==> config.mk <==
export PLATFORM = sky130hd
export DESIGN_NAME = tcp_receive_state_machine_flat
export DESIGN_NICKNAME = d
export VERILOG_FILES = /design/src/rtl/trsm_pkg.sv /design/src/rtl/trsm_if.sv /design/src/rtl/trsm_core.sv /design/src/rtl/tcp_receive_state_machine.sv /design/src/flat_wrapper.sv
export SDC_FILE = /design/constraint.sdc
export NUM_CORES = 1
export LEC_CHECK = 0
export ABC_AREA = 0
export BUFFER_PORTS_ARGS = -buffer_cell sky130_fd_sc_hd__buf_2
export CORE_MARGIN = 5
export CORE_UTILIZATION = 55
export DETAILED_ROUTE_END_ITERATION = 8
export GPL_TIMING_DRIVEN = 0
export HOLD_SLACK_MARGIN = 0.03
export PLACE_DENSITY = 0.92
export SYNTH_ARGS = -nofsm -noshare
export SYNTH_HDL_FRONTEND = slang
export SYNTH_SLANG_ARGS = --single-unit
export TNS_END_PERCENT = 50
==> constraint.sdc <==
create_clock -name i_clk -period 8 [get_ports i_clk]
set_clock_uncertainty 0.1 [all_clocks]
set_input_delay 2.4 -clock i_clk [delete_from_list [all_inputs] [get_ports i_clk]]
set_output_delay 2.4 -clock i_clk [all_outputs]
set_load 0.02 [all_outputs]
==> src/rtl/trsm_pkg.sv <==
// Package with the shared types and codes of the TCP receive state machine.
package trsm_pkg;

    // Connection states, in the encoding used on the new_state and conn_state_out fields.
    typedef enum logic [3:0] {
        ST_CLOSED      = 4'd0,
        ST_LISTEN      = 4'd1,
        ST_SYN_SENT    = 4'd2,
        ST_SYN_RECV    = 4'd3,
        ST_ESTABLISHED = 4'd4,
        ST_CLOSE_WAIT  = 4'd5,
        ST_LAST_ACK    = 4'd6,
        ST_FIN_WAIT_1  = 4'd7,
        ST_FIN_WAIT_2  = 4'd8,
        ST_CLOSING     = 4'd9,
        ST_TIME_WAIT   = 4'd10
    } t_conn_state;

    // Control packet requested from the transmit side.
    typedef enum logic [1:0] {
        ACT_NONE  = 2'd0,
        ACT_ACK   = 2'd1,
        ACT_RST   = 2'd2,
        ACT_SPAWN = 2'd3
    } t_action;

    // Request kinds.
    localparam logic REQ_SEGMENT = 1'b0;
    localparam logic REQ_COMMAND = 1'b1;

    // TCP flag masks.
    localparam logic [5:0] FLAG_FIN = 6'h01;
    localparam logic [5:0] FLAG_SYN = 6'h02;
    localparam logic [5:0] FLAG_RST = 6'h04;
    localparam logic [5:0] FLAG_ACK = 6'h10;

    typedef struct packed {
        logic        req_type;
        logic [3:0]  new_state;
        logic [5:0]  seg_flags;
        logic [31:0] seg_seq;
        logic [31:0] seg_seq_end;
        logic [31:0] seg_ack;
        logic [15:0] peer_window;
        logic [15:0] payload_len;
        logic [31:0] snd_next;
        logic [31:0] init_seq;
    } t_req;

    typedef struct packed {
        logic [1:0]  send_action;
        logic [3:0]  conn_state_out;
        logic [31:0] rcv_next_out;
        logic [31:0] snd_unack_out;
        logic [15:0] send_window_out;
        logic        deliver_payload;
        logic        in_order;
        logic        wake_send;
        logic        wake_connect;
        logic        wake_accept;
        logic        start_timewait;
        logic        drop_conn;
    } t_rsp;

    // Connection registers that carry over from one transaction to the next.
    typedef struct packed {
        t_conn_state state;
        logic [31:0] rcv_next;
        logic [31:0] snd_unack;
        logic [15:0] send_window;
    } t_conn_regs;

endpackage

==> src/rtl/trsm_if.sv <==
// Valid/ready channel interfaces for requests and results.
interface trsm_req_if;
    logic            valid;
    logic            ready;
    trsm_pkg::t_req  data;

    modport source (output valid, output data, input ready);
    modport sink   (input valid, input data, output ready);
endinterface

interface trsm_rsp_if;
    logic            valid;
    logic            ready;
    trsm_pkg::t_rsp  data;

    modport source (output valid, output data, input ready);
    modport sink   (input valid, input data, output ready);
endinterface

==> src/rtl/trsm_core.sv <==
// Combinational decision logic for one request against the connection registers.
module trsm_core (
    input  trsm_pkg::t_req       i_req,
    input  trsm_pkg::t_conn_regs i_regs,
    output trsm_pkg::t_conn_regs o_regs_next,
    output trsm_pkg::t_rsp       o_rsp
);

    logic        w_in_order;
    logic        w_ack_le;
    logic        w_ack_eq;
    logic        w_fin;
    logic        w_syn;
    logic        w_rst;
    logic        w_ack;
    logic        w_spawn;
    logic [31:0] w_ack_dist;
    trsm_pkg::t_action w_action;

    assign w_fin      = |(i_req.seg_flags & trsm_pkg::FLAG_FIN);
    assign w_syn      = |(i_req.seg_flags & trsm_pkg::FLAG_SYN);
    assign w_rst      = |(i_req.seg_flags & trsm_pkg::FLAG_RST);
    assign w_ack      = |(i_req.seg_flags & trsm_pkg::FLAG_ACK);
    assign w_in_order = (i_req.seg_seq == i_regs.rcv_next) && (i_regs.rcv_next != 32'd0);
    // The ack is within snd_next when the wrapped distance is not negative.
    assign w_ack_dist = i_req.snd_next - i_req.seg_ack;
    assign w_ack_le   = ~w_ack_dist[31];
    assign w_ack_eq   = (i_req.seg_ack == i_req.snd_next);

    always_comb begin
        o_regs_next = i_regs;
        w_action    = trsm_pkg::ACT_NONE;
        w_spawn     = 1'b0;
        o_rsp       = '0;

        if (i_req.req_type == trsm_pkg::REQ_COMMAND) begin
            if (i_req.new_state <= trsm_pkg::ST_TIME_WAIT) begin
                o_regs_next.state = trsm_pkg::t_conn_state'(i_req.new_state);
            end
        end else begin
            // Common bookkeeping for every segment.
            o_rsp.in_order = w_in_order;
            if (w_in_order || (i_regs.rcv_next == 32'd0)) begin
                o_regs_next.rcv_next = i_req.seg_seq_end;
            end
            o_regs_next.snd_unack = i_req.seg_ack;
            if (w_ack_le) begin
                o_rsp.wake_send         = (i_regs.send_window == 16'd0);
                o_regs_next.send_window = i_req.peer_window;
            end

            if (w_rst) begin
                o_regs_next.state = trsm_pkg::ST_CLOSED;
                o_rsp.drop_conn   = 1'b1;
            end else begin
                case (i_regs.state)
                    trsm_pkg::ST_CLOSED: begin
                        w_action = trsm_pkg::ACT_RST;
                    end
                    trsm_pkg::ST_LISTEN: begin
                        if (w_syn) begin
                            w_action = trsm_pkg::ACT_SPAWN;
                            w_spawn  = 1'b1;
                        end else begin
                            w_action = trsm_pkg::ACT_RST;
                        end
                    end
                    trsm_pkg::ST_SYN_SENT: begin
                        if (w_syn && w_ack) begin
                            o_regs_next.rcv_next    = i_req.seg_seq_end;
                            o_regs_next.send_window = i_req.peer_window;
                            o_regs_next.state       = trsm_pkg::ST_ESTABLISHED;
                            w_action                = trsm_pkg::ACT_ACK;
                            o_rsp.wake_connect      = 1'b1;
                        end else begin
                            w_action = trsm_pkg::ACT_RST;
                        end
                    end
                    trsm_pkg::ST_SYN_RECV: begin
                        o_regs_next.send_window = i_req.peer_window;
                        o_regs_next.state       = trsm_pkg::ST_ESTABLISHED;
                        o_rsp.wake_accept       = 1'b1;
                    end
                    trsm_pkg::ST_FIN_WAIT_1: begin
                        if (w_ack_eq) begin
                            o_regs_next.state = trsm_pkg::ST_FIN_WAIT_2;
                        end
                    end
                    trsm_pkg::ST_FIN_WAIT_2: begin
                        if (w_fin && w_ack_eq) begin
                            o_regs_next.state    = trsm_pkg::ST_TIME_WAIT;
                            o_rsp.start_timewait = 1'b1;
                            w_action             = trsm_pkg::ACT_ACK;
                        end
                    end
                    trsm_pkg::ST_CLOSE_WAIT: begin
                        if (w_fin) begin
                            w_action = trsm_pkg::ACT_ACK;
                        end
                    end
                    trsm_pkg::ST_TIME_WAIT: begin
                        if (i_req.seg_flags == (trsm_pkg::FLAG_FIN | trsm_pkg::FLAG_ACK)) begin
                            w_action = trsm_pkg::ACT_ACK;
                        end
                    end
                    trsm_pkg::ST_LAST_ACK: begin
                        if ((i_req.seg_flags == trsm_pkg::FLAG_ACK) && w_ack_eq) begin
                            o_regs_next.state = trsm_pkg::ST_CLOSED;
                        end
                    end
                    trsm_pkg::ST_ESTABLISHED: begin
                        if (w_fin && w_ack_eq) begin
                            o_regs_next.state = trsm_pkg::ST_CLOSE_WAIT;
                            w_action          = trsm_pkg::ACT_ACK;
                        end else if (i_req.payload_len != 16'd0) begin
                            o_rsp.deliver_payload = 1'b1;
                            w_action              = trsm_pkg::ACT_ACK;
                        end else if (i_req.seg_flags == trsm_pkg::FLAG_ACK) begin
                            w_action = trsm_pkg::ACT_NONE;
                        end else begin
                            w_action = trsm_pkg::ACT_ACK;
                        end
                    end
                    default: begin
                        // Closing and unused codes only do the common bookkeeping.
                        w_action = trsm_pkg::ACT_NONE;
                    end
                endcase
            end
        end

        o_rsp.send_action     = w_action;
        o_rsp.conn_state_out  = o_regs_next.state;
        o_rsp.rcv_next_out    = w_spawn ? i_req.seg_seq_end : o_regs_next.rcv_next;
        o_rsp.snd_unack_out   = o_regs_next.snd_unack;
        o_rsp.send_window_out = o_regs_next.send_window;
    end

endmodule

==> src/rtl/tcp_receive_state_machine.sv <==
// Top level of the TCP receive state machine: request register, decision, result register.
// A request moves through both registers in turn. Throughput: one transaction per cycle
// while o_rsp.ready holds; the connection registers are read and rewritten by a single
// combinational pass, so each request sees the state left by the one before.
// Reset: i_rst_n is synchronous and active low; it empties both pipeline registers and
// returns the connection to closed with rcv_next, snd_unack and send_window at zero.
module tcp_receive_state_machine (
    input  logic            i_clk,
    input  logic            i_rst_n,
    trsm_req_if.sink        i_req,
    trsm_rsp_if.source      o_rsp
);

    // Request register. It accepts a new transaction when it is empty or when its
    // contents move on to the result register in the same cycle.
    logic                  r_in_valid;
    trsm_pkg::t_req        r_in;

    // Result register. It frees up when empty or when the sink takes the result; a waiting
    // result holds the request register, which then stalls the input once it is full.
    logic                  r_out_valid;
    trsm_pkg::t_rsp        r_out;

    // Connection registers carried from one segment to the next.
    trsm_pkg::t_conn_regs  r_regs;

    trsm_pkg::t_conn_regs  n_regs;
    trsm_pkg::t_rsp        w_rsp;
    logic                  w_adv;
    logic                  w_take;
    logic                  w_update;

    assign w_adv       = ~r_out_valid | o_rsp.ready;
    assign i_req.ready = ~r_in_valid | w_adv;
    assign w_take      = i_req.valid & i_req.ready;
    // The connection registers change exactly when a request moves into the result register.
    assign w_update    = w_adv & r_in_valid;

    assign o_rsp.valid = r_out_valid;
    assign o_rsp.data  = r_out;

    trsm_core u_core (
        .i_req       (r_in),
        .i_regs      (r_regs),
        .o_regs_next (n_regs),
        .o_rsp       (w_rsp)
    );

    always_ff @(posedge i_clk) begin
        if (!i_rst_n) begin
            r_in_valid <= 1'b0;
        end else if (w_take) begin
            r_in_valid <= 1'b1;
        end else if (w_adv) begin
            r_in_valid <= 1'b0;
        end
    end

    always_ff @(posedge i_clk) begin
        if (w_take) begin
            r_in <= i_req.data;
        end
    end

    always_ff @(posedge i_clk) begin
        if (!i_rst_n) begin
            r_out_valid <= 1'b0;
        end else if (w_adv) begin
            r_out_valid <= r_in_valid;
        end
    end

    always_ff @(posedge i_clk) begin
        if (w_update) begin
            r_out <= w_rsp;
        end
    end

    always_ff @(posedge i_clk) begin
        if (!i_rst_n) begin
            r_regs.state       <= trsm_pkg::ST_CLOSED;
            r_regs.rcv_next    <= 32'd0;
            r_regs.snd_unack   <= 32'd0;
            r_regs.send_window <= 16'd0;
        end else if (w_update) begin
            r_regs <= n_regs;
        end
    end

`ifndef SYNTHESIS
    // A received reset always leaves the connection closed.
    a_drop_closes: assert property (@(posedge i_clk) disable iff (!i_rst_n)
        (r_out_valid && r_out.drop_conn) |-> (r_out.conn_state_out == trsm_pkg::ST_CLOSED))
        else $error("drop_conn reported without closed state");

    // A spawned child leaves the parent listening.
    a_spawn_listen: assert property (@(posedge i_clk) disable iff (!i_rst_n)
        (r_out_valid && (r_out.send_action == trsm_pkg::ACT_SPAWN))
        |-> (r_out.conn_state_out == trsm_pkg::ST_LISTEN))
        else $error("spawn reported while parent not listening");

    // A completed open always lands in established.
    a_open_established: assert property (@(posedge i_clk) disable iff (!i_rst_n)
        (r_out_valid && (r_out.wake_connect || r_out.wake_accept))
        |-> (r_out.conn_state_out == trsm_pkg::ST_ESTABLISHED))
        else $error("open completion without established state");

    // Connection registers only change when a transaction passes through the decision.
    a_regs_hold: assert property (@(posedge i_clk) disable iff (!i_rst_n)
        !w_update |=> $stable(r_regs))
        else $error("connection registers changed without a transaction");

    // The reported state matches the state register after the update.
    a_state_match: assert property (@(posedge i_clk) disable iff (!i_rst_n)
        w_update |=> (r_out.conn_state_out == r_regs.state))
        else $error("reported state differs from state register");
`endif

endmodule

==> src/flat_wrapper.sv <==
// flat-port wrapper written by rule: the top's interface ports become plain ports
module tcp_receive_state_machine_flat 
  (i_clk, i_rst_n, i_req_valid, i_req_data, i_req_ready, o_rsp_valid, o_rsp_data, o_rsp_ready);
  trsm_req_if i_req_i ();
  trsm_rsp_if o_rsp_i ();
  input  logic i_clk;
  input  logic i_rst_n;
  input wire logic [$bits(i_req_i.valid)-1:0] i_req_valid;
  input wire logic [$bits(i_req_i.data)-1:0] i_req_data;
  output wire logic [$bits(i_req_i.ready)-1:0] i_req_ready;
  output wire logic [$bits(o_rsp_i.valid)-1:0] o_rsp_valid;
  output wire logic [$bits(o_rsp_i.data)-1:0] o_rsp_data;
  input wire logic [$bits(o_rsp_i.ready)-1:0] o_rsp_ready;
  assign i_req_i.valid = i_req_valid;
  assign i_req_i.data = i_req_data;
  assign i_req_ready = i_req_i.ready;
  assign o_rsp_valid = o_rsp_i.valid;
  assign o_rsp_data = o_rsp_i.data;
  assign o_rsp_i.ready = o_rsp_ready;
  tcp_receive_state_machine u_core (.i_clk(i_clk), .i_rst_n(i_rst_n), .i_req(i_req_i), .o_rsp(o_rsp_i));
endmodule
Yosys cells after proc, flatten, opt, wreduce, memory -nomap -nowiden
Cells that the tools add are included.

operators by class
  bitwise operators = 9
  multiply operators = 0
  reductions and logical operators = 16
  equality and inequality tests = 13
  add/subtract/negate cells = 1
  magnitude comparators = 1
  divide/modulo/power cells = 0
  mux-type cells = 38
  shifts and indexed selects = 0

operator list
  cell                                                    number
  two-way mux 32 bit                                      4
  two-way mux 80 bit                                      1
  == test 32 bit                                          2
  two-way mux 16 bit                                      3
  two-way mux 36 bit                                      1
  zero test 32 bit                                        1
  case mux 16 bit (2 select lines)                        1
  nonzero test 32 bit                                     1
  subtractor 32 bit                                       1
  two-way mux 4 bit                                       7
  case mux 4 bit (6 select lines)                         1
  == test 4 x 3 -> 1 bit (second input constant)          4
  zero test 16 bit                                        1
  two-way mux 1 bit                                       16
  nonzero test 16 bit                                     1
  case mux 2 bit (7 select lines)                         1
  == test 6 x 5 -> 1 bit (second input constant)          2
  == test 4 x 2 -> 1 bit (second input constant)          2
  == test 4 bit (second input constant)                   2
  two-way mux 2 bit                                       3
  OR reduction 3 bit                                      2
  inverter 1 bit                                          5
  == test 4 x 1 -> 1 bit (second input constant)          1
  less-or-equal comparator 4 bit (second input constant)  1
  other kinds (8)                                         14

word-level totals
  input port bits = 207
  register bits after elaboration = 350
  memories kept = 0
  ROM bits = 0
  latch bits = 0
  logic and storage cells = 105
  memory bits (writable) = 0

Depth between registers and ports, before layout
Gate-level depths: netlist (run 1).

  depth after elaboration = 9
  gate-level depth with buffers = 11
  mapped depth without buffers = 9

Modules after synthesis
Synthesis (run 1) repeated with hierarchy kept, for this count alone.

second synthesis, totals
  cell total of the unflattened synthesis = 1138
  area total of the unflattened synthesis = 15803.9 µm²

by module, submodules not included
  module                     instances  cells each  area each (µm²)
  tcp_receive_state_machine  1          670         12335.6
  trsm_core                  1          468         3468.3

Worst setup path after synthesis (run 1)
Ideal clock, no wire load.

  path type = input -> register
  from = input port o_rsp_ready
  to = register u_core.r_in[100] (netlist bit), enable pin
  setup slack = 0.750 ns
  cell stages on the path = 3
  data arrival time = 6.599 ns
  buffers on the path = 0
  library setup time = 0.552 ns
  path through = nor2b_1 > nand2_1 > and2_1

between the ends
  longest elaborated chain between the ends = 3

RTL lines
  what                    RTL line                         text
  start: declaration      flat_wrapper.sv:13               input wire logic [$bits(o_rsp_i.ready)-1:0] o_rsp_ready;
  OR 1 bit                tcp_receive_state_machine.sv:33  assign w_adv = ~r_out_valid | o_rsp.ready;
  OR 1 bit                tcp_receive_state_machine.sv:34  assign i_req.ready = ~r_in_valid | w_adv;
  via i_req_ready         flat_wrapper.sv:10               output wire logic [$bits(i_req_i.ready)-1:0] i_req_ready;
  bitwise AND 1 bit       tcp_receive_state_machine.sv:35  assign w_take = i_req.valid & i_req.ready;
  via u_core.w_take       tcp_receive_state_machine.sv:30  logic w_take;
  end signal: assignment  tcp_receive_state_machine.sv:61  r_in <= i_req.data;
  end: declaration        tcp_receive_state_machine.sv:17  trsm_pkg::t_req r_in;

The timed path passes the listed nets, and every way through them passes these cells.
A chain may end at the register's enable or synchronous reset.

Worst setup path after layout (run 1)
  from = input port o_rsp_ready
  to = output port i_req_ready

between the ends
  longest elaborated chain between the ends = 2

RTL lines
  what              RTL line
  OR 1 bit          tcp_receive_state_machine.sv:33
  OR 1 bit          tcp_receive_state_machine.sv:34
  end: declaration  flat_wrapper.sv:10

Every way passes these cells.

==> run summary, run 1 <==
DRC viols -> 0
Initial antenna violation count -> 10
Max_slew headroom -> 23.83%
Leak -> 6.809 nW
Yosys top cell by area -> edfxtp_1
Die height -> 173.3 um
Overall power -> 0.004520 W
Initial DRT Pass Iterations -> 7
FP Rows -> 59
Synth warnings -> 0
Ports -> 302
Final Hold Fails -> 0
Worst path arrival time -> 2.97 ns
Pins over their slew limit -> 0
CTS Hold Bufs -> 0
Critical path capture point type -> output port
Slew @ Worst Pin -> 1.128 ns
WL/cell -> 21.57 um
1st-iter DRT viols -> 1,002
Critical Path Fanout Max -> 4
IO buf count -> 268
Max-Cap Viols -> 0
Crit-path slowest cell -> nor2b_1
Worst EP required -> 5.50 ns
Total congestion overflow -> 0
Post-CTS Setup Inserts -> 0
Most numerous cell on the critical path -> buf_2
Final instance area -> 17,770 um2
CTS sink cnt -> 350
DIE AREA -> 30,020 um2
Main flop type after synthesis -> edfxtp_1
Antenna Nets Post-Route -> 0
Critical path startpoint category -> primary input
EDFF count, synth -> 264
Final Net Count -> 1,696
Tcrit/Tclk final -> 68.41%
Slowest stage delay, CP -> 0.21 ns
Vias per std cell -> 5.871
Routed vias -> 10,720
Pre-CTS WS -> 2.545 ns
CP delay by family, top -> simple AND/OR/NAND/NOR gates
Worst hold slack -> 0.3656 ns
RePlAce Congestion -> 0.9199
GRT Util Overall -> 25.59%
Num CTS Buffers -> 38
Core area -> 26,130 um2
Register clock-pin slew on the reported worst setup and hold paths -> 0.06 ns
Synth Instances -> 1,147
FILL cells -> 1,895
Endpoints failing setup -> 0
Status -> finished clean
Synth area leaders -> edfxtp_1, dfxtp_1, nand2_1, mux2i_1, ha_1
Clock Latency Late Sink -> 0.51 ns
RSZ-0062 raised after global routing -> no
Post-synth ARST share -> 0%
Worst vdd ir -> 0.1942 mV
Die width -> 173.3 um
#FFs+latches synth -> 350
Synth top cells by count -> edfxtp_1, nand2_1, dfxtp_1
Mapped Nets -> 1,385
Crit path cell chain -> buf_2 -> nor2b_1 -> nand2_1 -> buf_2
Highest Clock Rate -> 0.1827 GHz
CTS max path bufs -> 3
Worst path buffer plus inverter count -> 2
Mapped Area -> 14,660 um2
Layout area overhead -> 21.20%
Most common cell in the netlist -> edfxtp_1
H-tree levels -> 2
DP HPWL -> 27.82 mm
Worst hold path class -> reg2reg
Setup TNS -> 0 ns
First-pass GRT wire length -> 61.08 mm
Register area share after synthesis -> 65.81%
CTS root buffer -> clkbuf_16
Avg Inst Size Synth -> 12.78 um2
PnR worst setup slack -> 2.527 ns
Starting density of the core -> 56.11%
Dpl cell area -> 16,510 um2
Number of gates resized after cts -> 0
CTS tree -> yes
PwrDens -> 254.3 nW/um2
Final min period -> 5.473 ns
Share of the synthesized area in the top cell type -> 54.07%
Pin count of the biggest net entering global routing -> 61
Vias in the first global route -> 10,820
Netlist cell types -> 55
Routed wire length -> 39.36 mm
CP Class -> in2out
Ratio of cells with drive above 1 in the final layout -> 25.44%
## cell type report
class,count,area (um2),area share [%]
diodes,4,10.01,0.05632
plain buffers,65,266.5,1.500
clock buffers,45,997.2,5.611
clock inverters,23,252.7,1.422
inverters,36,135.1,0.7604
multi-input cells,696,4618,25.99
flip-flops and latches,350,9649,54.29
well taps,335,419.2,2.358
repair buffers,271,1424,8.012
## layout by cell type, fill, tap and decap left out, types with 3 or more instances in the layout
cell / instances
inv_1: 35
clkbuf_16: 38
nor3_1: 42
nand3_1: 38
o2111a_1: 16
a22oi_1: 16
dfxtp_1: 86
a211oi_1: 3
nor4_1: 23
nand2b_1: 10
a21oi_1: 22
a21boi_0: 32
buf_2: 277
nor2b_1: 35
o22ai_1: 3
and3_1: 17
a2111oi_0: 17
clkinv_2: 8
clkinv_1: 7
nand4_1: 19
edfxtp_1: 264
mux2_2: 30
buf_16: 3
clkbuf_1: 57
nand2_1: 166
ha_1: 31
o21ai_0: 42
nor2_1: 17
bufinv_16: 5
mux2_1: 4
xnor2_1: 33
diode_2: 4
mux2i_1: 49
## flip-flops by register name, summed over array words and instances, names as in the netlist
| register | cells |
|---|---|
| u_core.o_rsp.data | 93 |
| u_core.o_rsp.valid | 1 |
| u_core.r_in | 171 |
| u_core.r_in_valid | 1 |
| u_core.r_regs | 84 |
## where the power goes
group	total [W]	switching, W	internal [W]
Sequential	0.00217	0.0000695	0.00210
Combinational	0.000599	0.000354	0.000245
Clock	0.00175	0.000699	0.00105
Total	0.00452	0.00112	0.00340
## worst min-delay path: cells and delay by family, from the launching register on
kind	cells	cell delay (ns)
DFF	1	0.31
AOI/OAI and AO/OA	1	0.06
and+or+nand+nor	1	0.04
## kinds of logic (layout without fill, tap and decap cells)
kind of cell	after synthesis	count (layout)	share of synthesized area, %
fa+ha+maj	31	31	2.645
other cells	0	4	0
simple gates	378	378	12.44
compound gates	170	170	8.405
flops	350	350	65.81
xor+xnor	34	34	2.031
buf+inv	101	440	2.714
mux	83	83	5.956
## layer usage
layer,part of all wire [%],GRT usage (%)
met1,39,33.29
met2,49,42.56
met3,8.4,5.736
met4,3.8,9.179
met5,0.15,0
## worst paths after layout
kind | from | end | slack [ns] | depth (start not counted)
worst min register to register | u_core.r_regs[39] | u_core.r_regs[39] | 0.37 | 2
worst max-delay path | o_rsp_ready | i_req_ready | 2.53 | 4
worst max register to register | u_core.r_in[45] | u_core.o_rsp.data[22] | 4.26 | 10
worst min-delay path | u_core.r_regs[39] | u_core.r_regs[39] | 0.37 | 2
## through the flow
step,utilization [%],std cells
detailed placement,63.19,1753
finish,68.01,1825
floorplan,-,1147
global placement,62.85,1750
global route,68.01,1825
CTS,67.97,1821
Note: power is estimated with default switching activity, not from simulation.
==> run 2, diff against run 1 <==
==> constraint.sdc (replaced) <==
create_clock -name i_clk -period 5.17 [get_ports i_clk]
set_clock_uncertainty 0.1 [all_clocks]
set_input_delay 1.551 -clock i_clk [delete_from_list [all_inputs] [get_ports i_clk]]
set_output_delay 1.551 -clock i_clk [all_outputs]
set_load 0.02 [all_outputs]
==> run 2 against run 1 <==
Effect of this change: first-iteration DRC count rose by 6.0%; critical path depth did not move; count of clock-buffer cells in the layout rose by 3; global-route usage fell by 0.28 points; setup slack got worse by 1.3 ns; cell count fell by 0.11%; clock power rose by 55%; hold slack improved by 0.0019 ns; core utilization barely moved; die area did not move; register-to-register slack got worse by 2.8 ns; final area barely moved; critical path type unchanged; largest cell class unchanged.
==> run summary, run 2 (synthesis results as in run 1) <==
Total congestion overflow -> 0 (unchanged)
Clock network power share -> 38.8% (about the same)
Final Net Count -> 1,696 (unchanged)
Crit path cell chain -> buf_2 -> nor2b_1 -> nand2_1 -> buf_2 (unchanged)
Largest Register -> u_core.r_in (unchanged)
Layout area overhead -> 21.25% (was 21.20%)
Initial DRT Pass Iterations -> 6 (was 7)
Switching share of power -> 24.59% (was 24.85%)
CTS max path bufs -> 3 (unchanged)
Register clock-pin slew on the reported worst setup and hold paths -> 0.06 ns (about the same)
FP Rows -> 59 (unchanged)
P_int -> 0.005276 W (was 0.003397 W)
Worst vdd ir -> 0.3190 mV (was 0.1942 mV)
RSZ-0062 raised after global routing -> no (unchanged)
Vias in the first global route -> 10,870 (was 10,820)
Leak -> 6.825 nW (was 6.809 nW)
Combinational power share -> 13.3% (about the same)
WL/cell -> 21.59 um (was 21.57 um)
CP delay by family, top -> simple AND/OR/NAND/NOR gates (unchanged)
Placed Instances -> 1,753 (unchanged)
First-pass GRT wire length -> 60.53 mm (was 61.08 mm)
Max-Cap Viols -> 0 (unchanged)
Overall power -> 0.006997 W (was 0.004520 W)
Post-CTS Setup Inserts -> 0 (unchanged)
Final min period -> 3.991 ns
Critical path startpoint category -> primary input (unchanged)
PwrDens -> 393.6 nW/um2 (was 254.3 nW/um2)
Final instance count without filler cells -> 1,823 (was 1,825)
Final Hold Fails -> 0 (unchanged)
Most common cell after layout, fill and taps aside -> buf_2 (unchanged)
1st-iter DRT viols -> 1,062 (was 1,002)
Worst hold slack -> 0.3675 ns (was 0.3656 ns)
Endpoints failing setup -> 0 (unchanged)
CTS tree -> yes (unchanged)
Routed wire length -> 39.36 mm (about the same)
Antenna Nets Post-Route -> 0 (unchanged)
H-tree levels -> 2 (unchanged)
Clock Latency Late Sink -> 0.52 ns (was 0.51 ns)
CP Class -> in2out (unchanged)
Core area -> 26,130 um2 (unchanged)
Critical path capture point type -> output port (unchanged)
Tcrit/Tclk final -> 77.19%
Largest register FFs -> 171 (unchanged)
Most frequent cells in the layout -> buf_2, edfxtp_1, nand2_1, dfxtp_1, clkbuf_1 (unchanged)
Setup TNS -> 0 ns (unchanged)
Worst path buffer plus inverter count -> 2 (unchanged)
Die width -> 173.3 um (unchanged)
Starting density of the core -> 56.11% (unchanged)
FILL cells -> 1,823 (was 1,895)
DP HPWL -> 27.92 mm (was 27.82 mm)
DIE AREA -> 30,020 um2 (unchanged)
Highest Clock Rate -> 0.2506 GHz
IO buf count -> 268 (unchanged)
Vias per std cell -> 5.930 (was 5.871)
Pins over their slew limit -> 0 (unchanged)
CTS Hold Bufs -> 0 (unchanged)
Seq pwr share -> 47.9% (was 48.0%)
CTS root buffer -> clkbuf_16 (unchanged)
Ports -> 302 (unchanged)
Slew @ Worst Pin -> 1.301 ns (was 1.128 ns)
Routed vias -> 10,810 (was 10,720)
Worst hold path class -> reg2reg (unchanged)
Max_slew headroom -> 12.15% (was 23.83%)
Ratio of cells with drive above 1 in the final layout -> 25.57% (was 25.44%)
DRC viols -> 0 (unchanged)
Initial antenna violation count -> 5 (was 10)
Worst path arrival time -> 2.34 ns (was 2.97 ns)
P_sw -> 0.001721 W (was 0.001123 W)
RePlAce Congestion -> 0.9097 (was 0.9199)
Die height -> 173.3 um (unchanged)
Worst EP required -> 3.52 ns (was 5.50 ns)
Status -> finished clean (unchanged)
Pin count of the biggest net entering global routing -> 69 (was 61)
GRT Util Overall -> 25.31% (was 25.59%)
Num CTS Buffers -> 38 (unchanged)
Crit-path slowest cell -> nor2b_1 (unchanged)
CTS sink cnt -> 350 (unchanged)
Slowest stage delay, CP -> 0.37 ns (was 0.21 ns)
Critical Path Fanout Max -> 4 (unchanged)
Most numerous cell on the critical path -> buf_2 (unchanged)
Number of gates resized after cts -> 0 (unchanged)
-- run 2: worst register-to-register path, stage by stage, from the launching register on --
cell	delay [ns]
edfxtp_1	0.37
ha_1	0.34
nand4_1	0.12
nor3_1	0.52
o31ai_1	0.19
a21oi_1	0.51
buf_2	0.35
buf_2	0.28
nor3_1	0.09
a2111oi_0	0.42
nand2_1	0.16
-- run 2: cell type report --
cell class / instances / area (um2) / area share (%)
multi-input cells: 696 / 4618 / 25.98
clock buffers: 48 / 1018 / 5.729
clock inverters: 20 / 242.7 / 1.365
well taps: 335 / 419.2 / 2.358
inverters: 36 / 135.1 / 0.7601
diodes: 2 / 5.005 / 0.02815
repair buffers: 271 / 1424 / 8.009
plain buffers: 65 / 266.5 / 1.499
flip-flops and latches: 350 / 9649 / 54.28
-- run 2: worst paths after layout --
check | start | end | slack, ns | cells past startpoint
setup / recovery | o_rsp_ready | i_req_ready | 1.18 | 4
hold / removal | u_core.r_regs[37] | u_core.r_regs[37] | 0.37 | 2
hold reg to reg | u_core.r_regs[37] | u_core.r_regs[37] | 0.37 | 2
setup reg to reg | u_core.r_in[45] | u_core.o_rsp.data[22] | 1.43 | 10
-- run 2: power by group through the flow --
stage | combinational [W] | sequential, W | clock, W
after global routing | 0.000999 | 0.00337 | 0.00289
after global placement | 0.000879 | 0.00341 | 0
final | 0.000928 | 0.00335 | 0.00271
after floorplan | 0.000531 | 0.00346 | 0
after CTS | 0.000924 | 0.00335 | 0.00276
after detailed placement | 0.000915 | 0.00341 | 0
-- run 2: metal layers --
layer	track usage, %	up-vias	routed length [um]
met5	0	-	33
met1	32.09	5201	15130
met2	43.67	628	19520
li1	-	4885	-
met3	5.605	90	3531
met4	7.815	6	1146
-- run 2: metrics by stage --
step | util, % | instance area (um2) | worst slack, ns
final | 68.03 | 17780 | 1.179
after global placement | 62.85 | 16420 | -2.095
after global routing | 68.03 | 17780 | 1.114
after floorplan | - | 14660 | -0.2140
after CTS | 68.01 | 17770 | 1.195
after detailed placement | 63.19 | 16510 | 0.9808
==> run 3, diff against run 2 <==
==> constraint.sdc (replaced) <==
create_clock -name i_clk -period 4.15 [get_ports i_clk]
set_clock_uncertainty 0.1 [all_clocks]
set_input_delay 1.245 -clock i_clk [delete_from_list [all_inputs] [get_ports i_clk]]
set_output_delay 1.245 -clock i_clk [all_outputs]
set_load 0.02 [all_outputs]
==> run 3 against run 2 <==
Effect of this change: sequential power grew 25%; sequential share of layout area grew 0.15 points; register-to-register slack lost 1.1 ns; global-route usage shrank 0.13 points; core utilization shrank 0.18 points; critical path type is now reg2reg; combinational power grew 26%; final area shrank 0.27%; count of clock-buffer cells in the layout shrank 1; highest routed layer unchanged; flip-flop and latch count is the same.
==> run summary, run 3 (synthesis results as in run 1) <==
Status -> finished clean (unchanged)
Largest register FFs -> 171 (unchanged)
Initial DRT Pass Iterations -> 6 (unchanged)
Worst reg2reg endpoint -> u_core.o_rsp.data[18] (was u_core.o_rsp.data[22])
Number of gates resized after cts -> 0 (unchanged)
DR top layer -> met5 (unchanged)
Switching share of power -> 25.08% (was 24.59%)
Leak -> 6.795 nW (was 6.825 nW)
Worst Hold End -> u_core.r_regs[37] (unchanged)
RSZ-0062 raised after global routing -> no (unchanged)
Worst hold path class -> reg2reg (unchanged)
Largest Register -> u_core.r_in (unchanged)
CTS sink cnt -> 350 (unchanged)
Setup TNS -> 0 ns (unchanged)
PwrDens -> 485.6 nW/um2 (was 393.6 nW/um2)
Die height -> 173.3 um (unchanged)
Slowest stage delay, CP -> 0.57 ns (was 0.37 ns)
FP Rows -> 59 (unchanged)
PnR worst setup slack -> 0.3340 ns (was 1.179 ns)
IO buf count -> 268 (unchanged)
CTS root buffer -> clkbuf_16 (unchanged)
Total congestion overflow -> 0 (unchanged)
P_int -> 0.006450 W (was 0.005276 W)
Placed Instances -> 1,753 (unchanged)
Worst hold slack -> 0.3658 ns (was 0.3675 ns)
Worst EP required -> 4.28 ns (was 3.52 ns)
Worst vdd ir -> 0.3375 mV (was 0.3190 mV)
Min-delay src -> u_core.r_regs[37] (unchanged)
CTS max path bufs -> 3 (unchanged)
H-tree levels -> 2 (unchanged)
Crit-path slowest cell -> nor3_1 (was nor2b_1)
Ports -> 302 (unchanged)
Clock Latency Late Sink -> 0.51 ns (was 0.52 ns)
Critical Path Fanout Max -> 10 (was 4)
CTS tree -> yes (unchanged)
Initial antenna violation count -> 3 (was 5)
CP Class -> reg2reg (was in2out)
Max_slew headroom -> 32.49% (was 12.15%)
DP HPWL -> 27.31 mm (was 27.92 mm)
Layout area overhead -> 20.92% (was 21.25%)
Routed vias -> 10,600 (was 10,810)
Max-Cap Viols -> 0 (unchanged)
CTS Hold Bufs -> 0 (unchanged)
Crit path cell chain -> inv_1 -> ha_1 -> nand4_1 -> nor3_1 -> o31ai_1 -> a21oi_1 -> clkbuf_1 -> nor3_1 -> a2111oi_0 -> nand2_1 (was buf_2 -> nor2b_1 -> nand2_1 -> buf_2)
P_sw -> 0.002159 W (was 0.001721 W)
Critical path startpoint category -> register (was primary input)
Worst path arrival time -> 3.94 ns (was 2.34 ns)
Hold path depth -> 2 (unchanged)
Reg2Reg Setup Slack -> 0.33 ns (was 1.43 ns)
Die width -> 173.3 um (unchanged)
Routed wire length -> 39.05 mm (was 39.36 mm)
Final Net Count -> 1,695 (was 1,696)
Routed length on met2 -> 19.09 mm (was 19.52 mm)
M1 wire length -> 15.32 mm (was 15.13 mm)
Tcrit/Tclk final -> 91.95%
Core area -> 26,130 um2 (unchanged)
DIE AREA -> 30,020 um2 (unchanged)
GRT Util Overall -> 25.18% (was 25.31%)
First-pass GRT wire length -> 60.22 mm (was 60.53 mm)
Final instance count without filler cells -> 1,822 (was 1,823)
Worst reg2reg startpoint -> u_core.r_in[109] (was u_core.r_in[45])
Most common cell after layout, fill and taps aside -> buf_2 (unchanged)
Combinational power share -> 13.5% (was 13.3%)
Metal3 WL -> 3.449 mm (was 3.531 mm)
Vias in the first global route -> 10,780 (was 10,870)
DRC viols -> 0 (unchanged)
RePlAce Congestion -> 0.8910 (was 0.9097)
Reg2reg path depth -> 10 (unchanged)
Endpoints failing setup -> 0 (unchanged)
Critical path capture point type -> register (was output port)
Pin count of the biggest net entering global routing -> 72 (was 69)
Pre-CTS WS -> 0.2062 ns (was 0.9808 ns)
Clock network power share -> 37.9% (was 38.8%)
Post-CTS Setup Inserts -> 0 (unchanged)
1st-iter DRT viols -> 1,051 (was 1,062)
Starting density of the core -> 56.11% (unchanged)
Ratio of cells with drive above 1 in the final layout -> 25.59% (was 25.57%)
WL/cell -> 21.43 um (was 21.59 um)
Highest Clock Rate -> 0.2621 GHz
Vias per std cell -> 5.817 (was 5.930)
Pins over their slew limit -> 0 (unchanged)
Antenna Nets Post-Route -> 0 (unchanged)
Register clock-pin slew on the reported worst setup and hold paths -> 0.06 ns (about the same)
Most numerous cell on the critical path -> nor3_1 (was buf_2)
Final min period -> 3.816 ns
Slew @ Worst Pin -> 1.005 ns (was 1.301 ns)
Most frequent cells in the layout -> buf_2, edfxtp_1, nand2_1, dfxtp_1, clkbuf_1 (unchanged)
Num CTS Buffers -> 37 (was 38)
Final Hold Fails -> 0 (unchanged)
Seq pwr share -> 48.5% (was 47.9%)
==> run 3: worst max-delay path by stage <==
stage	from	to	slack, ns	depth (start not counted)
floorplan	o_rsp_ready	u_core.o_rsp.data[0]	0.51	5
finish	u_core.r_in[109]	u_core.o_rsp.data[18]	0.33	10
global route	u_core.r_in[109]	u_core.o_rsp.data[8]	0.18	10
CTS	u_core.r_in[45]	u_core.o_rsp.data[12]	0.59	10
detailed placement	o_rsp_ready	u_core.o_rsp.data[86]	0.21	7
global placement	o_rsp_ready	u_core.o_rsp.data[74]	-0.78	6
==> run 3: through the flow <==
stage	util, %	cell area [um2]	power [W]
finish	67.85	17730	0.008609
global route	67.83	17730	0.008917
CTS	67.83	17730	0.008650
detailed placement	63.19	16510	0.005390
global placement	62.86	16430	0.005338
floorplan	-	14670	0.004961
==> run 3: cell type report <==
class                           count  area, um2
Clock buffer                       47       1015
Tap cell                          335      419.2
Fill cell                        1866       8402
Sequential cell                   350       9649
Clock inverter                     20      198.9
Multi-Input combinational cell    696       4626
Timing Repair Buffer              271       1416
Buffer                             65      266.5
Antenna cell                        2      5.005
Inverter                           36      135.1
==> run 3: per-layer routing <==
layer  vias up  track usage (%)
met1      5040            32.62
met2       584            42.59
met5         -                0
met3        83            5.256
li1       4885                -
met4         6            8.480
==> run 3: critical path: cells and delay by family (launching register included) <==
kind                       cells  cell delay [ns]
and+or+nand+nor                4             0.98
adders and majority gates      1             0.33
AOI/OAI and AO/OA              3             1.24
buffers and inverters          2             0.57
DFF                            1             0.33
==> run 3: power by group through the flow <==
stage / clock network [W] / registers (W) / logic [W]
5_1_grt: 0.00347 / 0.00419 / 0.00125
3_5_place_dp: 0 / 0.00424 / 0.00115
6_report: 0.00327 / 0.00418 / 0.00117
4_1_cts: 0.00331 / 0.00417 / 0.00116
3_3_place_gp: 0 / 0.00424 / 0.00110
2_1_floorplan: 0 / 0.00430 / 0.000662
